File: src/design/pcdd_pkg.sv
// Package for the PWM capture duty decoder.
// Holds the controller state type, the command and status structs and fixed constants.
// No dependencies; imported by every module of the decoder.
package pcdd_pkg;

    // Field widths that the stream format fixes.
    localparam int CH_FIELD_W   = 2;
    localparam int TIME_FIELD_W = 32;
    localparam int DUTY_BITS    = 12;
    localparam int EVT_BITS     = 16;
    localparam int MASK_BITS    = 4;
    localparam int IN_TDATA_W   = 40;
    localparam int OUT_TDATA_W  = 32;

    // Duty arithmetic constants.
    localparam logic [DUTY_BITS-1:0] FULL_SCALE       = 12'd4095;
    localparam logic [DUTY_BITS-1:0] ZERO_PERIOD_DUTY = 12'h800;
    localparam logic [MASK_BITS-1:0] MASK_RESET       = 4'd10;

    // One quotient bit per divider step; a quotient that needs more bits is out of range.
    localparam int DIV_STEPS = DUTY_BITS;
    localparam int CNT_W     = $clog2(DIV_STEPS);

    // Operation codes carried in tuser.
    localparam logic OP_CAPTURE = 1'b0;
    localparam logic OP_READ    = 1'b1;

    // Controller states.
    typedef enum logic [2:0] {
        S_IDLE,
        S_MUL,
        S_PREP,
        S_DIV,
        S_OUT
    } t_state;

    // Commands from the controller to the datapath.
    typedef struct packed {
        logic capture;
        logic load;
        logic mul;
        logic prep;
        logic step;
        logic finish;
    } t_cmd;

    // Status from the datapath to the controller.
    typedef struct packed {
        logic bypass;
        logic out_free;
    } t_status;

endpackage

File: src/design/pwm_capture_duty_decoder_unit.sv
// A capture transaction is absorbed in its accept cycle, one per cycle back to back.
// A read runs from acceptance to tvalid through the product, range test, 12 divider steps
// and output load; the divider steps are skipped when the period is zero, the quotient is out
// of range or the channel does not exist. The output load waits while the output register is
// still full. The next item is accepted once the result sits in the output register. The
// 12-step divider sets the read time. Synchronous active-low reset clears all channel state,
// the event counter and the output valid flag; invert_mask resets to 10.
module pwm_capture_duty_decoder_unit #(
    parameter int CHANNELS   = 4,
    parameter int TIMER_BITS = 32
) (
    input  logic                               i_clk,
    input  logic                               i_rst_n,
    // Input stream.
    input  logic                               s_axis_tvalid,
    output logic                               s_axis_tready,
    // tdata: channel [1:0], capture_time [33:2], zero pad [39:34]
    input  logic [pcdd_pkg::IN_TDATA_W-1:0]    s_axis_tdata,
    // tuser: op [0]
    input  logic [0:0]                         s_axis_tuser,
    // Result stream.
    output logic                               m_axis_tvalid,
    input  logic                               m_axis_tready,
    // tdata: duty_channel [1:0], duty [13:2], edge_count [29:14], zero pad [31:30]
    output logic [pcdd_pkg::OUT_TDATA_W-1:0]   m_axis_tdata,
    // tuser: fresh [0]
    output logic [0:0]                         m_axis_tuser,
    // Configuration write channel: invert_mask.
    input  logic                               i_cfg_valid,
    output logic                               o_cfg_ready,
    input  logic [pcdd_pkg::MASK_BITS-1:0]     i_cfg_data
);
    import pcdd_pkg::*;

    t_cmd                  w_cmd;
    t_status               w_status;
    logic [CH_FIELD_W-1:0] w_out_ch;
    logic [DUTY_BITS-1:0]  w_out_duty;
    logic                  w_out_fresh;
    logic [EVT_BITS-1:0]   w_out_cnt;

    // The mask register takes a write in any cycle.
    assign o_cfg_ready = 1'b1;

    pcdd_ctrl u_ctrl (
        .i_clk      (i_clk),
        .i_rst_n    (i_rst_n),
        .i_in_valid (s_axis_tvalid),
        .i_in_op    (s_axis_tuser[0]),
        .o_in_ready (s_axis_tready),
        .i_status   (w_status),
        .o_cmd      (w_cmd)
    );

    pcdd_datapath #(
        .CHANNELS   (CHANNELS),
        .TIMER_BITS (TIMER_BITS)
    ) u_datapath (
        .i_clk         (i_clk),
        .i_rst_n       (i_rst_n),
        .i_cmd         (w_cmd),
        .o_status      (w_status),
        .i_channel     (s_axis_tdata[CH_FIELD_W-1:0]),
        .i_time        (s_axis_tdata[CH_FIELD_W +: TIMER_BITS]),
        .i_cfg_valid   (i_cfg_valid),
        .i_cfg_data    (i_cfg_data),
        .i_out_ready   (m_axis_tready),
        .o_out_valid   (m_axis_tvalid),
        .o_out_channel (w_out_ch),
        .o_out_duty    (w_out_duty),
        .o_out_fresh   (w_out_fresh),
        .o_out_count   (w_out_cnt)
    );

    // Pack the result fields, lowest field first.
    assign m_axis_tdata = {2'b00, w_out_cnt, w_out_duty, w_out_ch};
    assign m_axis_tuser = w_out_fresh;

endmodule

File: src/design/pcdd_datapath.sv
// Datapath of the PWM capture duty decoder: channel state, product, divider, output register.
// Driven by pcdd_ctrl through t_cmd and reports through t_status.
// Depends on pcdd_pkg.
module pcdd_datapath #(
    parameter int CHANNELS   = 4,
    parameter int TIMER_BITS = 32
) (
    input  logic                               i_clk,
    input  logic                               i_rst_n,
    input  pcdd_pkg::t_cmd                     i_cmd,
    output pcdd_pkg::t_status                  o_status,
    input  logic [pcdd_pkg::CH_FIELD_W-1:0]    i_channel,
    input  logic [TIMER_BITS-1:0]              i_time,
    input  logic                               i_cfg_valid,
    input  logic [pcdd_pkg::MASK_BITS-1:0]     i_cfg_data,
    input  logic                               i_out_ready,
    output logic                               o_out_valid,
    output logic [pcdd_pkg::CH_FIELD_W-1:0]    o_out_channel,
    output logic [pcdd_pkg::DUTY_BITS-1:0]     o_out_duty,
    output logic                               o_out_fresh,
    output logic [pcdd_pkg::EVT_BITS-1:0]      o_out_count
);
    import pcdd_pkg::*;

    localparam int IDX_W  = (CHANNELS > 1) ? $clog2(CHANNELS) : 1;
    localparam int PROD_W = TIMER_BITS + DUTY_BITS;

    // Per-channel capture state.
    logic                    r_expect_falling [CHANNELS];
    logic [TIMER_BITS-1:0]   r_rise           [CHANNELS];
    logic [TIMER_BITS-1:0]   r_high           [CHANNELS];
    logic [TIMER_BITS-1:0]   r_period         [CHANNELS];
    logic [DUTY_BITS-1:0]    r_held           [CHANNELS];
    logic [EVT_BITS-1:0]     r_evt_cnt;
    logic [MASK_BITS-1:0]    r_mask;

    // Operands and flags of the read in progress.
    logic [CH_FIELD_W-1:0]   r_rd_ch;
    logic [IDX_W-1:0]        r_rd_idx;
    logic                    r_ch_ok;
    logic                    r_inv;
    logic [TIMER_BITS-1:0]   r_hi;
    logic [TIMER_BITS-1:0]   r_per;
    logic [PROD_W-1:0]       r_prod;
    logic [TIMER_BITS-1:0]   r_rem;
    logic [DUTY_BITS-1:0]    r_low;
    logic [DUTY_BITS-1:0]    r_quo;
    logic                    r_zero;
    logic                    r_ovf;

    // Output register.
    logic                    r_out_valid;
    logic [CH_FIELD_W-1:0]   r_out_ch;
    logic [DUTY_BITS-1:0]    r_out_duty;
    logic                    r_out_fresh;
    logic [EVT_BITS-1:0]     r_out_cnt;

    logic [IDX_W-1:0]        w_idx;
    logic                    w_in_ok;
    logic [TIMER_BITS-1:0]   w_rem_init;
    logic                    w_zero;
    logic                    w_ovf;
    logic [TIMER_BITS:0]     w_shift;
    logic [TIMER_BITS:0]     w_diff;
    logic [DUTY_BITS-1:0]    w_q;
    logic [DUTY_BITS-1:0]    w_duty_new;
    logic                    w_fresh;
    logic                    w_out_free;

    // Channel decode of the incoming item.
    assign w_idx   = IDX_W'(i_channel);
    assign w_in_ok = (32'(i_channel) < CHANNELS);

    // Range test: the quotient reaches 4096 exactly when the upper product bits reach the period.
    assign w_rem_init = r_prod[PROD_W-1:DUTY_BITS];
    assign w_zero     = (r_per == '0);
    assign w_ovf      = !w_zero && (w_rem_init >= r_per);

    // One restoring divider step; the top bit of the difference is the borrow.
    assign w_shift = {r_rem, r_low[DUTY_BITS-1]};
    assign w_diff  = w_shift - {1'b0, r_per};

    // Result of a finished read; inversion of a 12-bit value is its complement to 4095.
    assign w_q        = r_zero ? ZERO_PERIOD_DUTY : r_quo;
    assign w_duty_new = r_inv ? (FULL_SCALE - w_q) : w_q;
    assign w_fresh    = r_ch_ok && !r_ovf;
    assign w_out_free = !r_out_valid || i_out_ready;

    assign o_status.bypass   = !r_ch_ok || w_zero || w_ovf;
    assign o_status.out_free = w_out_free;

    // Capture state, event counter, held duties and the configuration register.
    always_ff @(posedge i_clk) begin
        if (!i_rst_n) begin
            for (int c = 0; c < CHANNELS; c++) begin
                r_expect_falling[c] <= 1'b0;
                r_rise[c]           <= '0;
                r_high[c]           <= '0;
                r_period[c]         <= '0;
                r_held[c]           <= '0;
            end
            r_evt_cnt <= '0;
            r_mask    <= MASK_RESET;
        end else begin
            if (i_cfg_valid) begin
                r_mask <= i_cfg_data;
            end
            if (i_cmd.capture) begin
                r_evt_cnt <= r_evt_cnt + 1'b1;
                if (w_in_ok) begin
                    if (r_expect_falling[w_idx]) begin
                        r_high[w_idx]           <= i_time - r_rise[w_idx];
                        r_expect_falling[w_idx] <= 1'b0;
                    end else begin
                        r_period[w_idx]         <= i_time - r_rise[w_idx];
                        r_rise[w_idx]           <= i_time;
                        r_expect_falling[w_idx] <= 1'b1;
                    end
                end
            end
            if (i_cmd.finish && w_fresh) begin
                r_held[r_rd_idx] <= w_duty_new;
            end
        end
    end

    // Read operands, product high * 4095 as a shift and subtract, and the divider.
    always_ff @(posedge i_clk) begin
        if (i_cmd.load) begin
            r_rd_ch  <= i_channel;
            r_rd_idx <= w_idx;
            r_ch_ok  <= w_in_ok;
            r_inv    <= r_mask[i_channel];
            r_hi     <= w_in_ok ? r_high[w_idx] : '0;
            r_per    <= w_in_ok ? r_period[w_idx] : '0;
        end
        if (i_cmd.mul) begin
            r_prod <= (PROD_W'(r_hi) << DUTY_BITS) - PROD_W'(r_hi);
        end
        if (i_cmd.prep) begin
            r_rem  <= w_rem_init;
            r_low  <= r_prod[DUTY_BITS-1:0];
            r_quo  <= '0;
            r_zero <= w_zero;
            r_ovf  <= w_ovf;
        end
        if (i_cmd.step) begin
            r_low <= {r_low[DUTY_BITS-2:0], 1'b0};
            if (!w_diff[TIMER_BITS]) begin
                r_rem <= w_diff[TIMER_BITS-1:0];
                r_quo <= {r_quo[DUTY_BITS-2:0], 1'b1};
            end else begin
                r_rem <= w_shift[TIMER_BITS-1:0];
                r_quo <= {r_quo[DUTY_BITS-2:0], 1'b0};
            end
        end
    end

    // Output register: loaded when a read finishes, freed when the transaction completes.
    always_ff @(posedge i_clk) begin
        if (!i_rst_n) begin
            r_out_valid <= 1'b0;
        end else if (i_cmd.finish) begin
            r_out_valid <= 1'b1;
        end else if (i_out_ready) begin
            r_out_valid <= 1'b0;
        end
    end

    always_ff @(posedge i_clk) begin
        if (i_cmd.finish) begin
            r_out_ch    <= r_rd_ch;
            r_out_fresh <= w_fresh;
            r_out_cnt   <= r_evt_cnt;
            if (w_fresh) begin
                r_out_duty <= w_duty_new;
            end else if (r_ch_ok) begin
                r_out_duty <= r_held[r_rd_idx];
            end else begin
                r_out_duty <= '0;
            end
        end
    end

    assign o_out_valid   = r_out_valid;
    assign o_out_channel = r_out_ch;
    assign o_out_duty    = r_out_duty;
    assign o_out_fresh   = r_out_fresh;
    assign o_out_count   = r_out_cnt;

    // A finished read always presents a result in the next cycle.
    a_finish_valid: assert property (@(posedge i_clk) disable iff (!i_rst_n)
        i_cmd.finish |=> r_out_valid)
        else $error("finished read did not load the output register");

    // The partial remainder stays below the period throughout the division.
    a_rem_bound: assert property (@(posedge i_clk) disable iff (!i_rst_n)
        i_cmd.step |-> (r_rem < r_per))
        else $error("divider remainder reached the period");

    // Every capture advances the event counter by one.
    a_evt_count: assert property (@(posedge i_clk) disable iff (!i_rst_n)
        i_cmd.capture |=> (r_evt_cnt == $past(r_evt_cnt) + 16'd1))
        else $error("event counter missed a capture");

endmodule

File: src/design/pcdd_ctrl.sv
// Controller of the PWM capture duty decoder: sequences captures and duty reads.
// Issues t_cmd to pcdd_datapath and reads its t_status.
// Depends on pcdd_pkg.
module pcdd_ctrl (
    input  logic                i_clk,
    input  logic                i_rst_n,
    input  logic                i_in_valid,
    input  logic                i_in_op,
    output logic                o_in_ready,
    input  pcdd_pkg::t_status   i_status,
    output pcdd_pkg::t_cmd      o_cmd
);
    import pcdd_pkg::*;

    t_state           r_state;
    t_state           n_state;
    logic [CNT_W-1:0] r_cnt;
    logic [CNT_W-1:0] n_cnt;

    // State and step counter registers.
    always_ff @(posedge i_clk) begin
        if (!i_rst_n) begin
            r_state <= S_IDLE;
            r_cnt   <= '0;
        end else begin
            r_state <= n_state;
            r_cnt   <= n_cnt;
        end
    end

    // Next state and commands.
    always_comb begin
        n_state    = r_state;
        n_cnt      = r_cnt;
        o_cmd      = '0;
        o_in_ready = 1'b0;
        case (r_state)
            S_IDLE: begin
                o_in_ready = 1'b1;
                if (i_in_valid) begin
                    if (i_in_op == OP_READ) begin
                        o_cmd.load = 1'b1;
                        n_state    = S_MUL;
                    end else begin
                        o_cmd.capture = 1'b1;
                    end
                end
            end
            S_MUL: begin
                o_cmd.mul = 1'b1;
                n_state   = S_PREP;
            end
            S_PREP: begin
                o_cmd.prep = 1'b1;
                n_cnt      = '0;
                n_state    = i_status.bypass ? S_OUT : S_DIV;
            end
            S_DIV: begin
                o_cmd.step = 1'b1;
                if (r_cnt == CNT_W'(DIV_STEPS - 1)) begin
                    n_state = S_OUT;
                end else begin
                    n_cnt = r_cnt + 1'b1;
                end
            end
            S_OUT: begin
                if (i_status.out_free) begin
                    o_cmd.finish = 1'b1;
                    n_state      = S_IDLE;
                end
            end
            default: begin
                n_state = S_IDLE;
            end
        endcase
    end

    // The step counter never runs past the quotient width.
    a_step_range: assert property (@(posedge i_clk) disable iff (!i_rst_n)
        (r_state == S_DIV) |-> (r_cnt < CNT_W'(DIV_STEPS)))
        else $error("divider step counter out of range");

endmodule
File: config.mk
export PLATFORM = sky130hd
export DESIGN_NAME = pwm_capture_duty_decoder_unit
export DESIGN_NICKNAME = d
export VERILOG_FILES = /design/src/design/pcdd_pkg.sv /design/src/design/pwm_capture_duty_decoder_unit.sv /design/src/design/pcdd_datapath.sv /design/src/design/pcdd_ctrl.sv
export SDC_FILE = /design/constraint.sdc
export NUM_CORES = 1
export LEC_CHECK = 0
export ABC_AREA = 1
export ABC_CLOCK_PERIOD_IN_PS = 5650
export BUFFER_PORTS_ARGS = -buffer_cell sky130_fd_sc_hd__buf_2
export CAP_MARGIN = 20
export CELL_PAD_IN_SITES_DETAIL_PLACEMENT = 0
export CELL_PAD_IN_SITES_GLOBAL_PLACEMENT = 1
export CORE_MARGIN = 4
export CORE_UTILIZATION = 46
export CTS_BUF_LIST = sky130_fd_sc_hd__clkbuf_8
export DETAILED_ROUTE_END_ITERATION = 10
export HOLD_SLACK_MARGIN = 0.12
export PLACE_DENSITY = 0.76
export SETUP_SLACK_MARGIN = 0.02
export SLEW_MARGIN = 40
export SYNTH_ARGS = -nofsm -noshare
export SYNTH_HDL_FRONTEND = slang
export SYNTH_SLANG_ARGS = --single-unit
export TNS_END_PERCENT = 50
File: constraint.sdc
create_clock -name i_clk -period 5.65 [get_ports i_clk]
set_clock_uncertainty 0.15 [all_clocks]
set_input_delay 0.565 -clock i_clk [delete_from_list [all_inputs] [get_ports i_clk]]
set_output_delay 0.565 -clock i_clk [all_outputs]
set_load 0.02 [all_outputs]
==> summary.txt <==
Clock tree
  – Root buf cell: clkbuf_8
  – Clock sinks: 666
  – Cts repair resizes: 0
  – CTS tree: done
  – Clk buf depth: 3
  – TritonCTS Buffers: 110
  – Post-CTS Setup Bufs: 0
  – Clock latency at the later pin of the worst-skew pair: between 0.7 and 0.8 ns
  – CTS H-Tree Depth: 3
  – Clk pin slew, worst setup/hold paths: 0.06 ns

Synthesis
  – Mean post-synth cell area: 9.36 um^2
  – Post-Synthesis Cell Area: approximately 34000 um^2
  – Synth unique cells: 49
  – Syn Inst Count: between 3000 and 4000
  – Ys async rst share: 0%
  – Synth Flop Type: edfxtp_1
  – Syn. warnings: 0
  – Number of synthesized flops with an enable pin: 632
  – Synth area leader: edfxtp_1
  – Yosys top cell area share: between 50 and 60%
  – Count leader, synth: nor2_1
  – Top cells by count, synth: nor2_1 (715), nand2_1 (639), edfxtp_1 (632), inv_1 (387), o21ai_0 (250)
  – Synth Register Bits: ~670
  – Area contributors post-synth: edfxtp_1 (55%), nor2_1 (7.8%), nand2_1 (7.0%)
  – Post-synthesis sequential area ratio: between 50% and 60%

Power and ir drop
  – Leakage: roughly 15 nW
  – Psw: roughly 4.7 mW
  – Switching power share of the total: roughly 33%
  – Max rail drop VDD: ~0.25 mV
  – Power per cell area: between 300 and 400 nW/um^2
  – Int Power: 9.36 mW
  – Clk network pwr share: 29.1%
  – Sequential fraction of design power: between 40% and 50%
  – Comb power frac: 25.8%
  – Total Power: approximately 14 mW

Finish
  – Share of cells above drive strength 1: slightly above 8%
  – Syn-to-layout area delta: 11.7%
  – # nets final: between 3000 and 4000
  – Fill count: 6799

STA
  – Worst-Margin Slew: approximately 0.75 ns
  – Final setup fails: 0
  – Final TNS setup: 0 ns
  – RSZ-0062 raised after global routing: no
  – Slew HR: about 50%
  – Min Clock Period, post-route: roughly 3.7 ns
  – Hold WS: 0.231 ns
  – Tcrit/Tclk final: 65.7%
  – Final hold viol count: 0
  – Fmax achieved: approximately 270 MHz
  – Slew Viols, Final: 0

Worst setup path
  – CP max stage delay: slightly below 0.5 ns
  – Worst path cell trace: buf_6, inv_6, o21ai_0, o22ai_1, ha_1, inv_1, fa_1, nand2_1, nand2_1, o21ai_1, inv_1, nand3_1, nand3_1, nand2_1, nand2_1, xor2_1, inv_1, nor2_1, inv_1, nor2_1
  – Worst-path maximum fanout: 70
  – Worst Path Arrival: between 4 and 5 ns
  – Crit path buffers/inverters: 6
  – CP required: 6.06 ns
  – Crit end category: flip-flop
  – Slowest cell on the critical path: inv_6
  – Top delay family on crit path: buffers and inverters
  – Setup CP Type: in2reg
  – Startpoint class of the critical path: primary input

Die
  – Boundary pin count: between 80 and 90
  – Initial Utilization: a little under half
  – Site Rows: 99
  – CORE AREA: about 73000 um^2
  – Die Y: 281 um
  – Die ar.: ~80000 um^2
  – Die X: roughly 280 um

Job
  – Max-Cap Viols: 0

Global route
  – Tot GR Track Use: 23.4%
  – Global-route wire length before repair: between 100 and 150 mm
  – Largest net degree at the start of global routing: 71
  – Grt total ovfl: 0
  – Vias in the first global route: around 26000
  – Initial antenna violation count: 3

Drt
  – Drt initial violations: between 1500 and 2000
  – Final wirelength: slightly above 90 mm
  – Vias per inst: about 5.3
  – WL met2: around 45 mm
  – Antenna-violating nets left: 0
  – Met1 wire length: between 30 and 40 mm
  – Residual DRC count: 0
  – Vias: about 26000
  – Wire length per cell: ~19 um
  – Highest Signal Layer: met5
  – DRT Pass-1 Iters: 7
  – Met3 WL: 4.34 mm

Place
  – HPWL Detailed: 63.3 mm
  – Routability cong.: 0.887
  – IO Port Bufs: 76

Outcome
  – Outcome: complete, no violations

Worst hold path
  – Hold WC Path Type: in2reg
==> placed cells by master (no fill, tap or decap), types with 9 or more instances in the layout <==
| cell type | synthesis | routed |
|---|---|---|
| buf_2 | 41 | 75 |
| o21bai_1 | 10 | 10 |
| clkinv_1 | 0 | 28 |
| nand4_1 | 30 | 30 |
| nand3_1 | 168 | 168 |
| clkbuf_8 | 0 | 119 |
| inv_1 | 387 | 419 |
| edfxtp_1 | 632 | 632 |
| buf_4 | 9 | 38 |
| nand2_1 | 639 | 635 |
| a31oi_1 | 12 | 12 |
| a21o_1 | 12 | 12 |
| nor4_1 | 10 | 10 |
| o22ai_1 | 78 | 78 |
| clkinv_2 | 0 | 11 |
| nor3_1 | 33 | 30 |
| o21ai_0 | 250 | 250 |
| a21oi_1 | 163 | 163 |
| nand3b_1 | 14 | 14 |
| nor2_2 | 14 | 14 |
| ha_1 | 118 | 118 |
| xor2_1 | 52 | 52 |
| nor2_1 | 715 | 713 |
| dlygate4sd3_1 | 0 | 46 |
| a22o_1 | 12 | 12 |
| inv_2 | 11 | 9 |
| xnor2_1 | 33 | 33 |
| a32o_1 | 31 | 31 |
| dfxtp_1 | 34 | 33 |
==> worst register-to-register path, cell delays in order (launching register included) <==
cell and delay (ns):
dfxtp_1 0.47, inv_1 0.11, nor3_2 0.17, buf_4 0.42, nand2_1 0.12, nor2_1 0.15
inv_1 0.26, nor2_1 0.21, nand2_1 0.37, nand2_1 0.67
==> registers in the layout, summed over array words and instances, names as in the netlist, 16 cells and up, named ones only <==
signal / count
u_datapath.r_high: 128
u_datapath.r_per: 32
u_datapath.r_rise: 128
u_datapath.r_prod: 44
u_datapath.o_out_count: 16
u_datapath.r_hi: 32
u_datapath.r_rem: 32
u_datapath.r_period: 128
u_datapath.r_held: 48
u_datapath.r_evt_cnt: 16
==> timing repair <==
action / CTS / global route
setup endpoints to repair: 0 / 0
hold endpoints to repair: 127 / 0
hold buffers: 46 / 0
==> power groups by stage <==
stage	Clock [mW]	Sequential (mW)	Combinational (mW)
floorplan	0	6.35	2.59
global placement	0	6.43	3.57
detailed placement	0	6.44	3.58
CTS	4.18	6.34	3.63
global route	4.41	6.38	4.10
finish	4.09	6.34	3.63
==> final timing paths <==
check	slack, ns	depth (start not counted)	start	end
setup / recovery	1.94	20	s_axis_tdata[0]	u_datapath.r_high[1][16]
setup reg to reg	2.17	9	u_ctrl.r_state[2]	u_datapath.r_held[0][9]
hold reg to reg	0.30	0	u_datapath.r_evt_cnt[15]	u_datapath.o_out_count[15]
hold / removal	0.23	5	s_axis_tuser	flip-flop
==> through the flow <==
stage                     utilization, %  instance area [um^2]  cells  worst slack, ns
final                               52.2                 38200   4846             1.94
after floorplan                        -                 34300   3661            0.511
after global routing                52.2                 38200   4846             1.55
after global placement              48.6                 35600   4596             1.22
after CTS                           52.1                 38200   4843             2.00
after detailed placement            48.6                 35600   4596             1.24
==> area by class of cell <==
cell class	instances	area, um^2	share of cell area [%]
flip-flops and latches	666	19700	51.4
multi-input cells	2455	12500	32.8
clock buffers	119	1640	4.28
repair buffers	165	1210	3.18
inverters	398	1510	3.94
well taps	959	1200	3.14
clock inverters	82	490	1.28
diodes	2	5.00	0.0131
==> logic make-up after synthesis <==
logic type                 after synthesis  synth area share, %
and+or+nand+nor                       1651                 19.7
DFF                                    666                 57.4
AOI/OAI and AO/OA                      596                 9.96
xor gates and xnor gates                85                 2.17
buffers and inverters                  540                 6.28
other                                    2               0.0219
adders and majority gates              120                 4.43
==> metal layers <==
metal  track usage (%)  vias to the layer above
met1              30.7                    12100
met2              40.9                      628
li1                  -                    12700
met3              2.72                      155
met4              7.30                        2
met5                 0                        -
No activity file was read; power rests on OpenSTA's default activity.
